`config.mk`:
```
export PLATFORM = sky130hd
export DESIGN_NAME = path_canonicalizer_top
export DESIGN_NICKNAME = d
export VERILOG_FILES = /design/src/rtl/pc_pkg.sv /design/src/rtl/pc_store.sv /design/src/rtl/pc_parse.sv /design/src/rtl/pc_emit.sv /design/src/rtl/path_canonicalizer_top.sv
export SDC_FILE = /design/constraint.sdc
export NUM_CORES = 2
export LEC_CHECK = 0
export BUFFER_PORTS_ARGS = -buffer_cell sky130_fd_sc_hd__buf_2
export CAP_MARGIN = 10
export CORE_MARGIN = 3
export CORE_UTILIZATION = 57
export DETAILED_ROUTE_END_ITERATION = 7
export GPL_TIMING_DRIVEN = 0
export PLACE_DENSITY = 0.87
export SYNTH_ARGS = -nofsm -noshare
export SYNTH_HDL_FRONTEND = slang
export SYNTH_HIERARCHICAL = 1
export SYNTH_SLANG_ARGS = --single-unit
```
`constraint.sdc`:
```
create_clock -name clk -period 2.87 [get_ports clk]
set_clock_uncertainty 0.1 [all_clocks]
set_input_delay 0.287 -clock clk [delete_from_list [all_inputs] [get_ports clk]]
set_output_delay 0.287 -clock clk [all_outputs]
set_load 0.1 [all_outputs]
```
`src/rtl/pc_pkg.sv`:
```
// Shared types and constants of the path canonicalizer.
package pc_pkg;

  localparam int CHAR_W  = 8;
  localparam int DEPTH_W = 5;

  localparam logic [CHAR_W-1:0] CH_SLASH = 8'h2F;
  localparam logic [CHAR_W-1:0] CH_DOT   = 8'h2E;
  localparam logic [CHAR_W-1:0] CH_NONE  = 8'h00;

  typedef enum logic [1:0] {
    ST_OK         = 2'd0,
    ST_NAME_LONG  = 2'd1,
    ST_NOT_ROOTED = 2'd2
  } status_t;

  typedef enum logic [1:0] {
    M_SLASH  = 2'd0,
    M_DOT    = 2'd1,
    M_DOTDOT = 2'd2,
    M_NAME   = 2'd3
  } mode_t;

  typedef enum logic [3:0] {
    E_IDLE,
    E_CNT,
    E_CNT_W,
    E_ROOT,
    E_LEN_RD,
    E_LEN_W,
    E_CHR_RD,
    E_CHR_W,
    E_SLASH,
    E_HOLD
  } emit_state_t;

  typedef struct packed {
    logic    start;
    status_t status;
  } run_cmd_t;

endpackage

```
`src/rtl/pc_store.sv`:
```
// Name and length memories of the directory stack, with registered reads.
module pc_store #(
  parameter int STACK_DEPTH = 16,
  parameter int NAME_CHARS  = 16
) (
  input  logic                      clk,
  input  logic                      name_we,
  input  logic [$clog2(STACK_DEPTH)-1:0] name_wrow,
  input  logic [$clog2(NAME_CHARS)-1:0]  name_wcol,
  input  logic [pc_pkg::CHAR_W-1:0] name_wdata,
  input  logic                      len_we,
  input  logic [$clog2(STACK_DEPTH)-1:0] len_waddr,
  input  logic [$clog2(NAME_CHARS)-1:0]  len_wdata,
  input  logic [$clog2(STACK_DEPTH)-1:0] rd_row,
  input  logic [$clog2(NAME_CHARS)-1:0]  rd_col,
  output logic [pc_pkg::CHAR_W-1:0] name_rdata,
  output logic [$clog2(NAME_CHARS)-1:0]  len_rdata
);

  localparam int SW = $clog2(STACK_DEPTH);
  localparam int NW = $clog2(NAME_CHARS);
  localparam int NAME_ENTRIES = 2 ** (SW + NW);

  logic [pc_pkg::CHAR_W-1:0] name_mem [NAME_ENTRIES];
  logic [NW-1:0]             len_mem  [STACK_DEPTH];

  // Writes come only from the parser outside an output run, and the read data is
  // used only during a run, so a write never meets a read that is in use.
  always_ff @(posedge clk) begin
    if (name_we) begin
      name_mem[{name_wrow, name_wcol}] <= name_wdata;
    end
    if (len_we) begin
      len_mem[len_waddr] <= len_wdata;
    end
    name_rdata <= name_mem[{rd_row, rd_col}];
    len_rdata  <= len_mem[rd_row];
  end

endmodule

```
`src/rtl/pc_parse.sv`:
```
// Character parser: slash/dot state machine, stack pointer and memory writes.
module pc_parse #(
  parameter int STACK_DEPTH = 16,
  parameter int NAME_CHARS  = 16
) (
  input  logic                      clk,
  input  logic                      rst,
  input  logic                      in_valid,
  output logic                      in_ready,
  input  logic [pc_pkg::CHAR_W-1:0] ch,
  input  logic                      first,
  input  logic                      last,
  input  logic                      run_done,
  output pc_pkg::run_cmd_t          cmd,
  output logic [$clog2(STACK_DEPTH):0]   top,
  output logic                      name_we,
  output logic [$clog2(STACK_DEPTH)-1:0] name_wrow,
  output logic [$clog2(NAME_CHARS)-1:0]  name_wcol,
  output logic [pc_pkg::CHAR_W-1:0] name_wdata,
  output logic                      len_we,
  output logic [$clog2(STACK_DEPTH)-1:0] len_waddr,
  output logic [$clog2(NAME_CHARS)-1:0]  len_wdata
);

  localparam int SW = $clog2(STACK_DEPTH);
  localparam int NW = $clog2(NAME_CHARS);
  localparam int TW = SW + 1;

  pc_pkg::mode_t mode, mode_next, mode_a, mode_b;
  logic [NW-1:0] plen, plen_next, plen_a, plen_b, push_len;
  logic          err, err_next, err_a, err_b;
  logic [TW-1:0] top_next, top_a;
  logic          rooted, rooted_next, rooted_a;
  logic          busy, busy_next;
  logic          do_push, do_pop, do_app, accept;
  pc_pkg::run_cmd_t cmd_next;

  assign in_ready = !busy;
  assign accept   = in_valid && in_ready;

  always_comb begin
    // command start
    mode_a   = mode;
    plen_a   = plen;
    err_a    = err;
    top_a    = top;
    rooted_a = rooted;
    if (first) begin
      mode_a = pc_pkg::M_SLASH;
      plen_a = '0;
      err_a  = 1'b0;
      if (ch == pc_pkg::CH_SLASH) begin
        top_a    = TW'(1);
        rooted_a = 1'b1;
      end
    end

    // one character
    mode_b  = mode_a;
    plen_b  = plen_a;
    err_b   = err_a;
    do_push = 1'b0;
    do_pop  = 1'b0;
    do_app  = 1'b0;
    if (!err_a) begin
      if (ch == pc_pkg::CH_SLASH) begin
        do_pop  = (mode_a == pc_pkg::M_DOTDOT);
        do_push = (mode_a == pc_pkg::M_NAME);
        mode_b  = pc_pkg::M_SLASH;
        plen_b  = '0;
      end else begin
        if (ch == pc_pkg::CH_DOT) begin
          case (mode_a)
            pc_pkg::M_SLASH: mode_b = pc_pkg::M_DOT;
            pc_pkg::M_DOT:   mode_b = pc_pkg::M_DOTDOT;
            default:         mode_b = pc_pkg::M_NAME;
          endcase
        end else begin
          mode_b = pc_pkg::M_NAME;
        end
        if (plen_a >= NW'(NAME_CHARS - 1)) begin
          err_b = 1'b1;
        end else begin
          do_app = 1'b1;
          plen_b = plen_a + NW'(1);
        end
      end
    end

    // close a trailing component on the last character
    if (last && !err_b) begin
      if (mode_b == pc_pkg::M_NAME) begin
        do_push = 1'b1;
      end
      if (mode_b == pc_pkg::M_DOTDOT) begin
        do_pop = 1'b1;
      end
    end
    push_len = (ch == pc_pkg::CH_SLASH) ? plen_a : plen_b;

    top_next    = top_a;
    rooted_next = rooted_a;
    len_we      = 1'b0;
    if (do_push && push_len != '0 && top_a < TW'(STACK_DEPTH)) begin
      len_we   = accept;
      top_next = top_a + TW'(1);
      if (top_a == '0) begin
        rooted_next = 1'b0;
      end
    end else if (do_pop && top_a > TW'(1)) begin
      top_next = top_a - TW'(1);
    end
    len_waddr = top_a[SW-1:0];
    len_wdata = push_len;

    // pending name characters live in the row just above the stack
    name_we    = accept && do_app && (top_a < TW'(STACK_DEPTH));
    name_wrow  = top_a[SW-1:0];
    name_wcol  = plen_a;
    name_wdata = ch;

    cmd_next.start  = 1'b0;
    cmd_next.status = pc_pkg::ST_OK;
    if (err_b) begin
      cmd_next.status = pc_pkg::ST_NAME_LONG;
    end else if (top_next == '0 || !rooted_next) begin
      cmd_next.status = pc_pkg::ST_NOT_ROOTED;
    end

    mode_next = mode_b;
    plen_next = plen_b;
    err_next  = err_b;
    busy_next = busy;
    if (last) begin
      mode_next      = pc_pkg::M_SLASH;
      plen_next      = '0;
      err_next       = 1'b0;
      busy_next      = 1'b1;
      cmd_next.start = 1'b1;
    end
  end

  always_ff @(posedge clk) begin
    if (rst) begin
      mode       <= pc_pkg::M_SLASH;
      plen       <= '0;
      err        <= 1'b0;
      top        <= '0;
      rooted     <= 1'b0;
      busy       <= 1'b0;
      cmd.start  <= 1'b0;
      cmd.status <= pc_pkg::ST_OK;
    end else begin
      cmd.start <= accept && cmd_next.start;
      if (accept) begin
        mode       <= mode_next;
        plen       <= plen_next;
        err        <= err_next;
        top        <= top_next;
        rooted     <= rooted_next;
        busy       <= busy_next;
        cmd.status <= cmd_next.status;
      end else if (run_done) begin
        busy <= 1'b0;
      end
    end
  end

endmodule

```
`src/rtl/pc_emit.sv`:
```
// Output sequencer: gives a status result, or sizes the canonical path and then walks the stack memories.
module pc_emit #(
  parameter int STACK_DEPTH = 16,
  parameter int NAME_CHARS  = 16,
  parameter int PATH_CHARS  = 64
) (
  input  logic                      clk,
  input  logic                      rst,
  input  pc_pkg::run_cmd_t          cmd,
  input  logic [$clog2(STACK_DEPTH):0]   top,
  output logic [$clog2(STACK_DEPTH)-1:0] rd_row,
  output logic [$clog2(NAME_CHARS)-1:0]  rd_col,
  input  logic [pc_pkg::CHAR_W-1:0] name_rdata,
  input  logic [$clog2(NAME_CHARS)-1:0]  len_rdata,
  output logic                      out_valid,
  input  logic                      out_ready,
  output logic [pc_pkg::CHAR_W-1:0] out_char,
  output pc_pkg::status_t           status,
  output logic                      end_of_run,
  output logic                      run_done
);

  localparam int SW   = $clog2(STACK_DEPTH);
  localparam int NW   = $clog2(NAME_CHARS);
  localparam int TW   = SW + 1;
  localparam int CW   = $clog2(PATH_CHARS);
  localparam int SUMW = ((CW > NW) ? CW : NW) + 1;

  pc_pkg::emit_state_t state, state_next;

  logic [TW-1:0]   idx;
  logic [NW-1:0]   k;
  logic [NW-1:0]   len;
  logic [CW-1:0]   cnt;
  logic [CW-1:0]   n;
  logic [CW-1:0]   r;
  logic            after_slash;
  logic [SUMW-1:0] sum;
  logic            sum_full;
  logic            cnt_end;
  logic            last_pos;

  assign sum      = SUMW'(cnt) + SUMW'(len_rdata);
  assign sum_full = (sum >= SUMW'(PATH_CHARS - 1));
  assign cnt_end  = (idx >= top) || (cnt == CW'(PATH_CHARS - 1));
  assign last_pos = (r == n - CW'(1));

  always_comb begin
    state_next = state;
    case (state)
      pc_pkg::E_IDLE: begin
        if (cmd.start) begin
          state_next = (cmd.status != pc_pkg::ST_OK) ? pc_pkg::E_HOLD : pc_pkg::E_CNT;
        end
      end
      pc_pkg::E_CNT:    state_next = cnt_end ? pc_pkg::E_ROOT : pc_pkg::E_CNT_W;
      pc_pkg::E_CNT_W:  state_next = sum_full ? pc_pkg::E_ROOT : pc_pkg::E_CNT;
      pc_pkg::E_ROOT:   state_next = pc_pkg::E_HOLD;
      pc_pkg::E_LEN_RD: state_next = pc_pkg::E_LEN_W;
      pc_pkg::E_LEN_W:  state_next = pc_pkg::E_CHR_RD;
      pc_pkg::E_CHR_RD: state_next = pc_pkg::E_CHR_W;
      pc_pkg::E_CHR_W:  state_next = pc_pkg::E_HOLD;
      pc_pkg::E_SLASH:  state_next = pc_pkg::E_HOLD;
      pc_pkg::E_HOLD: begin
        if (out_ready) begin
          if (end_of_run) begin
            state_next = pc_pkg::E_IDLE;
          end else if (after_slash) begin
            state_next = pc_pkg::E_LEN_RD;
          end else if (k != len) begin
            state_next = pc_pkg::E_CHR_RD;
          end else begin
            state_next = pc_pkg::E_SLASH;
          end
        end
      end
      default: state_next = pc_pkg::E_IDLE;
    endcase
  end

  always_comb begin
    out_valid = (state == pc_pkg::E_HOLD);
    run_done  = (state == pc_pkg::E_HOLD) && out_ready && end_of_run;
    rd_row    = idx[SW-1:0];
    rd_col    = k;
  end

  always_ff @(posedge clk) begin
    if (rst) begin
      state <= pc_pkg::E_IDLE;
    end else begin
      state <= state_next;
    end
  end

  always_ff @(posedge clk) begin
    case (state)
      pc_pkg::E_IDLE: begin
        if (cmd.start) begin
          idx <= TW'(1);
          cnt <= CW'(1);
          if (cmd.status != pc_pkg::ST_OK) begin
            out_char   <= pc_pkg::CH_NONE;
            status     <= cmd.status;
            end_of_run <= 1'b1;
          end
        end
      end
      pc_pkg::E_CNT: begin
        // a full buffer or a finished walk ends on a slash; drop it
        if (cnt_end) begin
          n <= (cnt > CW'(1)) ? cnt - CW'(1) : cnt;
        end
      end
      pc_pkg::E_CNT_W: begin
        if (sum_full) begin
          n <= CW'(PATH_CHARS - 1);
        end else begin
          cnt <= CW'(sum + SUMW'(1));
          idx <= idx + TW'(1);
        end
      end
      pc_pkg::E_ROOT: begin
        out_char    <= pc_pkg::CH_SLASH;
        status      <= pc_pkg::ST_OK;
        end_of_run  <= (n == CW'(1));
        r           <= '0;
        idx         <= TW'(1);
        after_slash <= 1'b1;
      end
      pc_pkg::E_LEN_W: begin
        len <= len_rdata;
        k   <= '0;
      end
      pc_pkg::E_CHR_W: begin
        out_char    <= name_rdata;
        end_of_run  <= last_pos;
        k           <= k + NW'(1);
        after_slash <= 1'b0;
      end
      pc_pkg::E_SLASH: begin
        out_char    <= pc_pkg::CH_SLASH;
        end_of_run  <= last_pos;
        idx         <= idx + TW'(1);
        after_slash <= 1'b1;
      end
      pc_pkg::E_HOLD: begin
        if (out_ready && !end_of_run) begin
          r <= r + CW'(1);
        end
      end
      default: ;
    endcase
  end

endmodule

```
`src/rtl/path_canonicalizer_top.sv`:
```
// Top level of the path canonicalizer: parser, stack memories, output sequencer.
//
// Input channel (in_valid/in_ready, ch/first/last) takes one path character per
// transaction. Ordinary characters are taken one per cycle; first marks the start
// of a command, last closes it and starts an output run. While a run is under
// way in_ready stays low.
// Output channel (out_valid/out_ready) gives the canonical path one character
// per transaction, with end_of_run on the final one, or a single status
// transaction (out_char zero) when a name was too long or the stack is unrooted.
// A status result goes from the registered command straight into the output
// register. A path run first sizes the path by walking the stack entries, then
// emits the root slash, and per name reads its length, then each name character
// and then a separator, each output waiting for the output handshake. The name
// memory has a registered read that feeds a single output register.
// Reset empties the stack (unrooted), clears the parser and needs no memory
// sweep. When the receiver stalls the current result holds in the output
// register and the sequencer waits.
module path_canonicalizer_top #(
  parameter int STACK_DEPTH = 16,
  parameter int NAME_CHARS  = 16,
  parameter int PATH_CHARS  = 64
) (
  input  logic                      clk,
  input  logic                      rst,
  input  logic                      in_valid,
  output logic                      in_ready,
  input  logic [pc_pkg::CHAR_W-1:0] ch,
  input  logic                      first,
  input  logic                      last,
  output logic                      out_valid,
  input  logic                      out_ready,
  output logic [pc_pkg::CHAR_W-1:0] out_char,
  output logic [1:0]                status,
  output logic [pc_pkg::DEPTH_W-1:0] depth,
  output logic                      end_of_run
);

  localparam int SW = $clog2(STACK_DEPTH);
  localparam int NW = $clog2(NAME_CHARS);
  localparam int TW = SW + 1;

  pc_pkg::run_cmd_t          cmd;
  pc_pkg::status_t           status_e;
  logic [TW-1:0]             top;
  logic [TW+pc_pkg::DEPTH_W-1:0] top_ext;
  logic                      run_done;
  logic                      name_we;
  logic [SW-1:0]             name_wrow;
  logic [NW-1:0]             name_wcol;
  logic [pc_pkg::CHAR_W-1:0] name_wdata;
  logic                      len_we;
  logic [SW-1:0]             len_waddr;
  logic [NW-1:0]             len_wdata;
  logic [SW-1:0]             rd_row;
  logic [NW-1:0]             rd_col;
  logic [pc_pkg::CHAR_W-1:0] name_rdata;
  logic [NW-1:0]             len_rdata;

  pc_parse #(
    .STACK_DEPTH(STACK_DEPTH),
    .NAME_CHARS (NAME_CHARS)
  ) u_parse (
    .clk       (clk),
    .rst       (rst),
    .in_valid  (in_valid),
    .in_ready  (in_ready),
    .ch        (ch),
    .first     (first),
    .last      (last),
    .run_done  (run_done),
    .cmd       (cmd),
    .top       (top),
    .name_we   (name_we),
    .name_wrow (name_wrow),
    .name_wcol (name_wcol),
    .name_wdata(name_wdata),
    .len_we    (len_we),
    .len_waddr (len_waddr),
    .len_wdata (len_wdata)
  );

  pc_store #(
    .STACK_DEPTH(STACK_DEPTH),
    .NAME_CHARS (NAME_CHARS)
  ) u_store (
    .clk       (clk),
    .name_we   (name_we),
    .name_wrow (name_wrow),
    .name_wcol (name_wcol),
    .name_wdata(name_wdata),
    .len_we    (len_we),
    .len_waddr (len_waddr),
    .len_wdata (len_wdata),
    .rd_row    (rd_row),
    .rd_col    (rd_col),
    .name_rdata(name_rdata),
    .len_rdata (len_rdata)
  );

  pc_emit #(
    .STACK_DEPTH(STACK_DEPTH),
    .NAME_CHARS (NAME_CHARS),
    .PATH_CHARS (PATH_CHARS)
  ) u_emit (
    .clk       (clk),
    .rst       (rst),
    .cmd       (cmd),
    .top       (top),
    .rd_row    (rd_row),
    .rd_col    (rd_col),
    .name_rdata(name_rdata),
    .len_rdata (len_rdata),
    .out_valid (out_valid),
    .out_ready (out_ready),
    .out_char  (out_char),
    .status    (status_e),
    .end_of_run(end_of_run),
    .run_done  (run_done)
  );

  assign status  = status_e;
  assign top_ext = {{pc_pkg::DEPTH_W{1'b0}}, top};
  assign depth   = top_ext[pc_pkg::DEPTH_W-1:0];

endmodule

```
==> results of run 1 <==
==> cell families after synthesis <==
kind of cell             synth area share (%)
adder cells (fa/ha/maj)                 0.339
buffers and inverters                    2.35
XOR/XNOR                                0.332
AND/OR/NAND/NOR                          3.68
AO/OA/AOI/OAI                            4.15
multiplexers                             14.0
flip-flops                               75.1
==> Yosys cell counts (all sizes together) (32+ instances only) <==
library cell  instances
mux4                468
nand3                51
o21ai                32
a22oi               147
a21oi                99
buf                 152
edfxtp             2155
dfxtp                33
mux2i               142
clkbuf              110
o221ai               36
nor3                 48
nor2                347
nand2                88
a211oi               33
o22ai                36
==> through the flow <==
| stage | setup slack (ns) | TNS [ns] |
|---|---|---|
| floorplan | -0.330 | -179.12 |
| global placement | -2.10 | -2934.87 |
| detailed placement | -1.96 | -2938.78 |
| CTS | -0.279 | -17.56 |
==> timing repair <==
item	4_1_cts
gates cloned	2
hold buffers	9
endpoints found under the setup margin	2142
endpoints found under the hold margin	26
setup buffers	184
resized for setup	853
pin swaps	161
==> flow_results.xml, run 1 <==
<?xml version="1.0" encoding="UTF-8"?>
<metrics>
  <group name="outcome">
    <metric name="run_status" unit="">stopped before the end</metric>
    <metric name="flow.stopped_at" unit="">global routing (5_1_grt)</metric>
    <metric name="flow.first_error" unit="">[ERROR GRT-0228] Horizontal edge usage exceeds the maximum allowed. (32, 19) usage=65535 limit=3200</metric>
  </group>
  <group name="yosys">
    <metric name="yosys-top-cells-area" unit="">edfxtp_1 74%, mux4_2 11%, mux4_1 1.7%</metric>
    <metric name="synth_async_sr_flop_share" unit="%">0</metric>
    <metric name="postSynthAreaPerCell" unit="um2">20.1</metric>
    <metric name="synth_nets" unit="">4377</metric>
    <metric name="yosysTopAreaCellShare" unit="%">74.3</metric>
    <metric name="synth_enable_flop_cells" unit="">2155</metric>
    <metric name="ys_seq_area_share" unit="%">75.1</metric>
    <metric name="synth_ff_type" unit="">edfxtp_1</metric>
    <metric name="synth_top_area_cell" unit="">edfxtp_1</metric>
    <metric name="post_synth_inst_count" unit="">4340</metric>
    <metric name="synth.ff_latch_count" unit="">2188</metric>
    <metric name="synthDistinctLibCells" unit="">99</metric>
    <metric name="synthesis.area" unit="mm2">0.0870</metric>
    <metric name="yosys_warnings" unit="">6</metric>
  </group>
  <group name="clock_tree">
    <metric name="cts_root_buf" unit="">clkbuf_16</metric>
    <metric name="cts_max_path_buffers" unit="">3</metric>
    <metric name="clock_tree.htree_level_count" unit="">4</metric>
    <metric name="clkSinkCount" unit="">2188</metric>
    <metric name="cts_inserted_buffers" unit="">202</metric>
  </group>
  <group name="grt">
    <metric name="grt_max_degree" unit="">166</metric>
    <metric name="grt_antenna_before_repair" unit="">85</metric>
  </group>
  <group name="placed_design">
    <metric name="place.detailed.instances" unit="">6407</metric>
    <metric name="place.gp.congestion" unit="">1.04</metric>
    <metric name="placedInstanceArea" unit="mm2">0.0909</metric>
    <metric name="detailed_place_hpwl" unit="mm">181</metric>
    <metric name="port_buffers" unit="">31</metric>
  </group>
  <group name="die">
    <metric name="dieWidth" unit="um">397</metric>
    <metric name="ioPinCount" unit="">32</metric>
    <metric name="start_util" unit="%">57.7</metric>
    <metric name="placementRows" unit="">142</metric>
    <metric name="dieHeight" unit="um">397</metric>
  </group>
  <group name="timing">
    <metric name="grt_worst_setup_endpoint" unit="">u_store/name_rdata[3]$_DFF_P_/D</metric>
    <metric name="worst_endpoint_kind" unit="">sequential cell input</metric>
  </group>
</metrics>
==> run 2: changes to the inputs <==
- CORE_UTILIZATION: 57 -> 40
- PLACE_DENSITY: 0.87 -> not set
- PLACE_DENSITY_LB_ADDON: not set -> 0.15
- clock period: 2.87 -> 3.75 ns (I/O delays scaled with it)
==> run 2 against run 1 <==
Effect of this change:
- the flow now finishes, with violations (negative setup slack)
- area after synthesis stayed put
- synthesized cell count stayed put
==> flow_results.xml, run 2 <==
<?xml version="1.0" encoding="UTF-8"?>
<metrics>
  <group name="route">
    <metric name="route.detailed.vias_per_inst" unit="">6.31</metric>
    <metric name="drt_antenna_net_count" unit="">0</metric>
    <metric name="drt_iter0_markers" unit="">7293</metric>
    <metric name="wl_per_cell" unit="um">39.7</metric>
    <metric name="dr_total_vias" unit="">48689</metric>
    <metric name="drt_wl_total" unit="mm">306</metric>
    <metric name="drc" unit="">0</metric>
    <metric name="first_pass_iters" unit="">8</metric>
  </group>
  <group name="finish">
    <metric name="filler_cell_count" unit="">17864</metric>
    <metric name="nets" unit="">4723</metric>
    <metric name="commonest_cells_after_routing_fill_and_taps_aside" unit="">2155 x edfxtp_1, 412 x mux4_2, 238 x clkbuf_16</metric>
    <metric name="layout.core_utilization" unit="%">47.5</metric>
    <metric name="area.sequential" unit="mm2">0.0654</metric>
    <metric name="post_layout_nonfiller_instances" unit="">7717</metric>
    <metric name="area.growth.synth_to_final" unit="%">17.5</metric>
    <metric name="regMostFlops" unit="">u_store/name_mem</metric>
    <metric name="mostFrequentLayoutCell" unit="">edfxtp_1</metric>
    <metric name="largestRegisters" unit="">u_store/name_mem (2048), u_store/len_mem (64)</metric>
    <metric name="largest_register_ff_count" unit="">2048</metric>
    <metric name="multiInputGateArea" unit="mm2">0.0220</metric>
    <metric name="final_layout_size_suffix_gt1_share" unit="%">30.1</metric>
  </group>
  <group name="power_and_ir_drop">
    <metric name="ir_drop" unit="uV">427</metric>
    <metric name="p_leak" unit="nW">32.4</metric>
    <metric name="power-per-cell-area" unit="mW/mm2">495</metric>
    <metric name="totalPowerFinal" unit="mW">50.7</metric>
  </group>
  <group name="timing">
    <metric name="setup_viol" unit="">266</metric>
    <metric name="max_clock_freq" unit="GHz">0.250</metric>
    <metric name="worst_slew_pin_slew" unit="ns">1.32</metric>
    <metric name="timing.final.crit_period" unit="ns">4.01</metric>
    <metric name="setup_ws" unit="ns">-0.256</metric>
    <metric name="report.final.slew_viol_count" unit="">0</metric>
    <metric name="timing_hold_violations_final" unit="">0</metric>
    <metric name="worst_slew_margin_rel" unit="%">11.6</metric>
    <metric name="fin_setup_tns" unit="ns">-15.44</metric>
    <metric name="crit_share_post_route" unit="%">107</metric>
    <metric name="grt_setup_unrepaired" unit="">yes</metric>
  </group>
  <group name="yosys">
    <metric name="synthMostInstantiatedCell" unit="">edfxtp_1</metric>
    <metric name="yosys-top-cells-area" unit="">edfxtp_1 74%, mux4_2 11%, mux4_1 1.7%</metric>
    <metric name="synthDistinctLibCells" unit="">99</metric>
    <metric name="ys_seq_area_share" unit="%">75.1</metric>
    <metric name="synth_nets" unit="">4377</metric>
    <metric name="synth_top_area_cell" unit="">edfxtp_1</metric>
    <metric name="yosys_warnings" unit="">6</metric>
    <metric name="post_synth_inst_count" unit="">4340</metric>
    <metric name="synth_async_sr_flop_share" unit="%">0</metric>
    <metric name="synthesis.area" unit="mm2">0.0870</metric>
    <metric name="synth.ff_latch_count" unit="">2188</metric>
    <metric name="synth_enable_flop_cells" unit="">2155</metric>
    <metric name="postSynthAreaPerCell" unit="um2">20.1</metric>
    <metric name="synth_ff_type" unit="">edfxtp_1</metric>
    <metric name="synth_top_cells_by_count" unit="">2155 x edfxtp_1, 412 x mux4_2, 346 x nor2_1, 147 x a22oi_1, 142 x mux2i_1</metric>
    <metric name="yosysTopAreaCellShare" unit="%">74.3</metric>
  </group>
  <group name="clock_tree">
    <metric name="clock_tree.htree_level_count" unit="">4</metric>
    <metric name="cts_inserted_buffers" unit="">225</metric>
    <metric name="clkSinkCount" unit="">2188</metric>
    <metric name="clk_transition_reported_paths" unit="ns">0.06</metric>
    <metric name="cts_root_buf" unit="">clkbuf_16</metric>
    <metric name="tritoncts_clock_tree" unit="">built</metric>
    <metric name="cts_max_path_buffers" unit="">3</metric>
    <metric name="insertion_delay" unit="ns">0.86</metric>
  </group>
  <group name="worst_setup_path">
    <metric name="type_of_element_capturing_the_critical_path" unit="">register</metric>
    <metric name="cp_cell_sequence" unit="">buf_2, dlygate4sd3_1, inv_1, nor3_4, and2b_2, buf_4, nor2b_1, nand3_2, clkbuf_2, nor2_2</metric>
    <metric name="crit_family" unit="">simple AND/OR/NAND/NOR gates</metric>
    <metric name="crit_path_max_incr_delay" unit="ns">0.62</metric>
    <metric name="reg2reg_setup_slack" unit="ns">-0.21</metric>
    <metric name="worst_setup_path_startpoint" unit="">first</metric>
    <metric name="rr_startpoint" unit="">u_parse/plen[1]</metric>
    <metric name="crit_path_start_kind" unit="">input pin</metric>
    <metric name="worst_ep_arrival_time" unit="ns">4.40</metric>
    <metric name="crit_fanout" unit="">10</metric>
    <metric name="cp.buffers_inverters" unit="">5</metric>
    <metric name="timing.setup.critical_path_class" unit="">in2reg</metric>
    <metric name="critical_path_required" unit="ns">4.14</metric>
    <metric name="worst_path_max_delay_cell" unit="">nand3_2</metric>
  </group>
  <group name="die">
    <metric name="ioPinCount" unit="">32</metric>
    <metric name="start_util" unit="%">40.4</metric>
    <metric name="dieHeight" unit="um">473</metric>
    <metric name="dieWidth" unit="um">473</metric>
    <metric name="core_area" unit="mm2">0.215</metric>
    <metric name="dieArea" unit="mm2">0.223</metric>
    <metric name="placementRows" unit="">170</metric>
  </group>
  <group name="outcome">
    <metric name="violated_checks" unit="">negative setup slack</metric>
    <metric name="run_status" unit="">finished, violations left</metric>
  </group>
  <group name="placed_design">
    <metric name="port_buffers" unit="">31</metric>
    <metric name="place.gp.congestion" unit="">0.920</metric>
    <metric name="detailed_place_hpwl" unit="mm">203</metric>
    <metric name="place.detailed.instances" unit="">7231</metric>
  </group>
  <group name="min_path">
    <metric name="min-delay-start" unit="">ch[7]</metric>
    <metric name="min_path_type" unit="">in2reg</metric>
  </group>
  <group name="job">
    <metric name="maxCapViolCount" unit="">0</metric>
  </group>
  <group name="grt">
    <metric name="first_global_vias" unit="">46258</metric>
    <metric name="global_route.overflow_total" unit="">0</metric>
    <metric name="grt_max_degree" unit="">149</metric>
    <metric name="grt_total_usage" unit="%">27.2</metric>
    <metric name="grt_antenna_before_repair" unit="">18</metric>
    <metric name="grt_first_pass_wirelength" unit="mm">409</metric>
  </group>
</metrics>
-- run 2: cell counts after synthesis --
No cell type changed its count.
-- run 2: cells by family (layout without fill, tap and decap cells) --
kind of cell / Yosys count / in the layout / share of synthesized area (%)
AO/OA/AOI/OAI: 503 / 503 / 4.15
AND/OR/NAND/NOR: 684 / 684 / 3.68
multiplexers: 615 / 615 / 14.0
other: 0 / 5 / 0
adder cells (fa/ha/maj): 23 / 23 / 0.339
XOR/XNOR: 33 / 33 / 0.332
flip-flops: 2188 / 2188 / 75.1
buffers and inverters: 294 / 828 / 2.35
-- run 2: report_power, final --
part | switching, mW | internal [mW] | total (mW)
Combinational | 1.06 | 0.309 | 1.37
Sequential | 0.0394 | 26.9 | 26.9
Clock | 9.50 | 12.9 | 22.4
Total | 10.6 | 40.1 | 50.7
-- run 2: path summary, 6_finish.rpt --
check / depth (start not counted) / end
hold reg to reg: 1 / u_parse/busy
setup / recovery: 10 / u_store/name_mem[119][5]
hold / removal: 2 / u_store/name_mem[137][7]
setup reg to reg: 7 / u_store/name_mem[126][1]
-- run 2: cell type report --
cell class                      count  share of cell area [%]
Sequential cell                  2188                    63.9
Clock inverter                    139                    1.23
Timing Repair Buffer              119                    1.35
Tap cell                         2838                    3.47
Clock buffer                      276                    5.93
Multi-Input combinational cell   1858                    21.5
Inverter                           30                   0.110
Buffer                            264                    2.45
Antenna cell                        5                  0.0122
-- run 2: layer usage --
layer  up-vias  share of wire (%)  global-route usage (%)
met3       597                 10                    6.30
met2      2940                 45                    40.9
met1     26353                 40                    38.2
met4        12                4.8                    11.7
li1      18787                  -                       -
met5         -              0.025                       0
-- run 2: stage by stage --
| stage | worst slack, ns | area [um2] | hold WS [ns] |
|---|---|---|---|
| after floorplan | 0.124 | 87000 | 0.315 |
| after global placement | -2.80 | 90800 | 0.371 |
| after detailed placement | -2.45 | 91400 | 0.376 |
| after CTS | -0.283 | 101000 | 0.00668 |
| after global routing | -0.227 | 102000 | 0.0395 |
| final | -0.256 | 102000 | 0.0589 |
-- run 2: repair_timing --
item	CTS	global route
hold endpoints to repair	28	0
gates resized for setup	552	199
pin swaps	32	23
endpoints found under the setup margin	2056	1279
setup buffers	50	6
hold buffers	9	0
No activity file was read; power rests on OpenSTA's default activity.
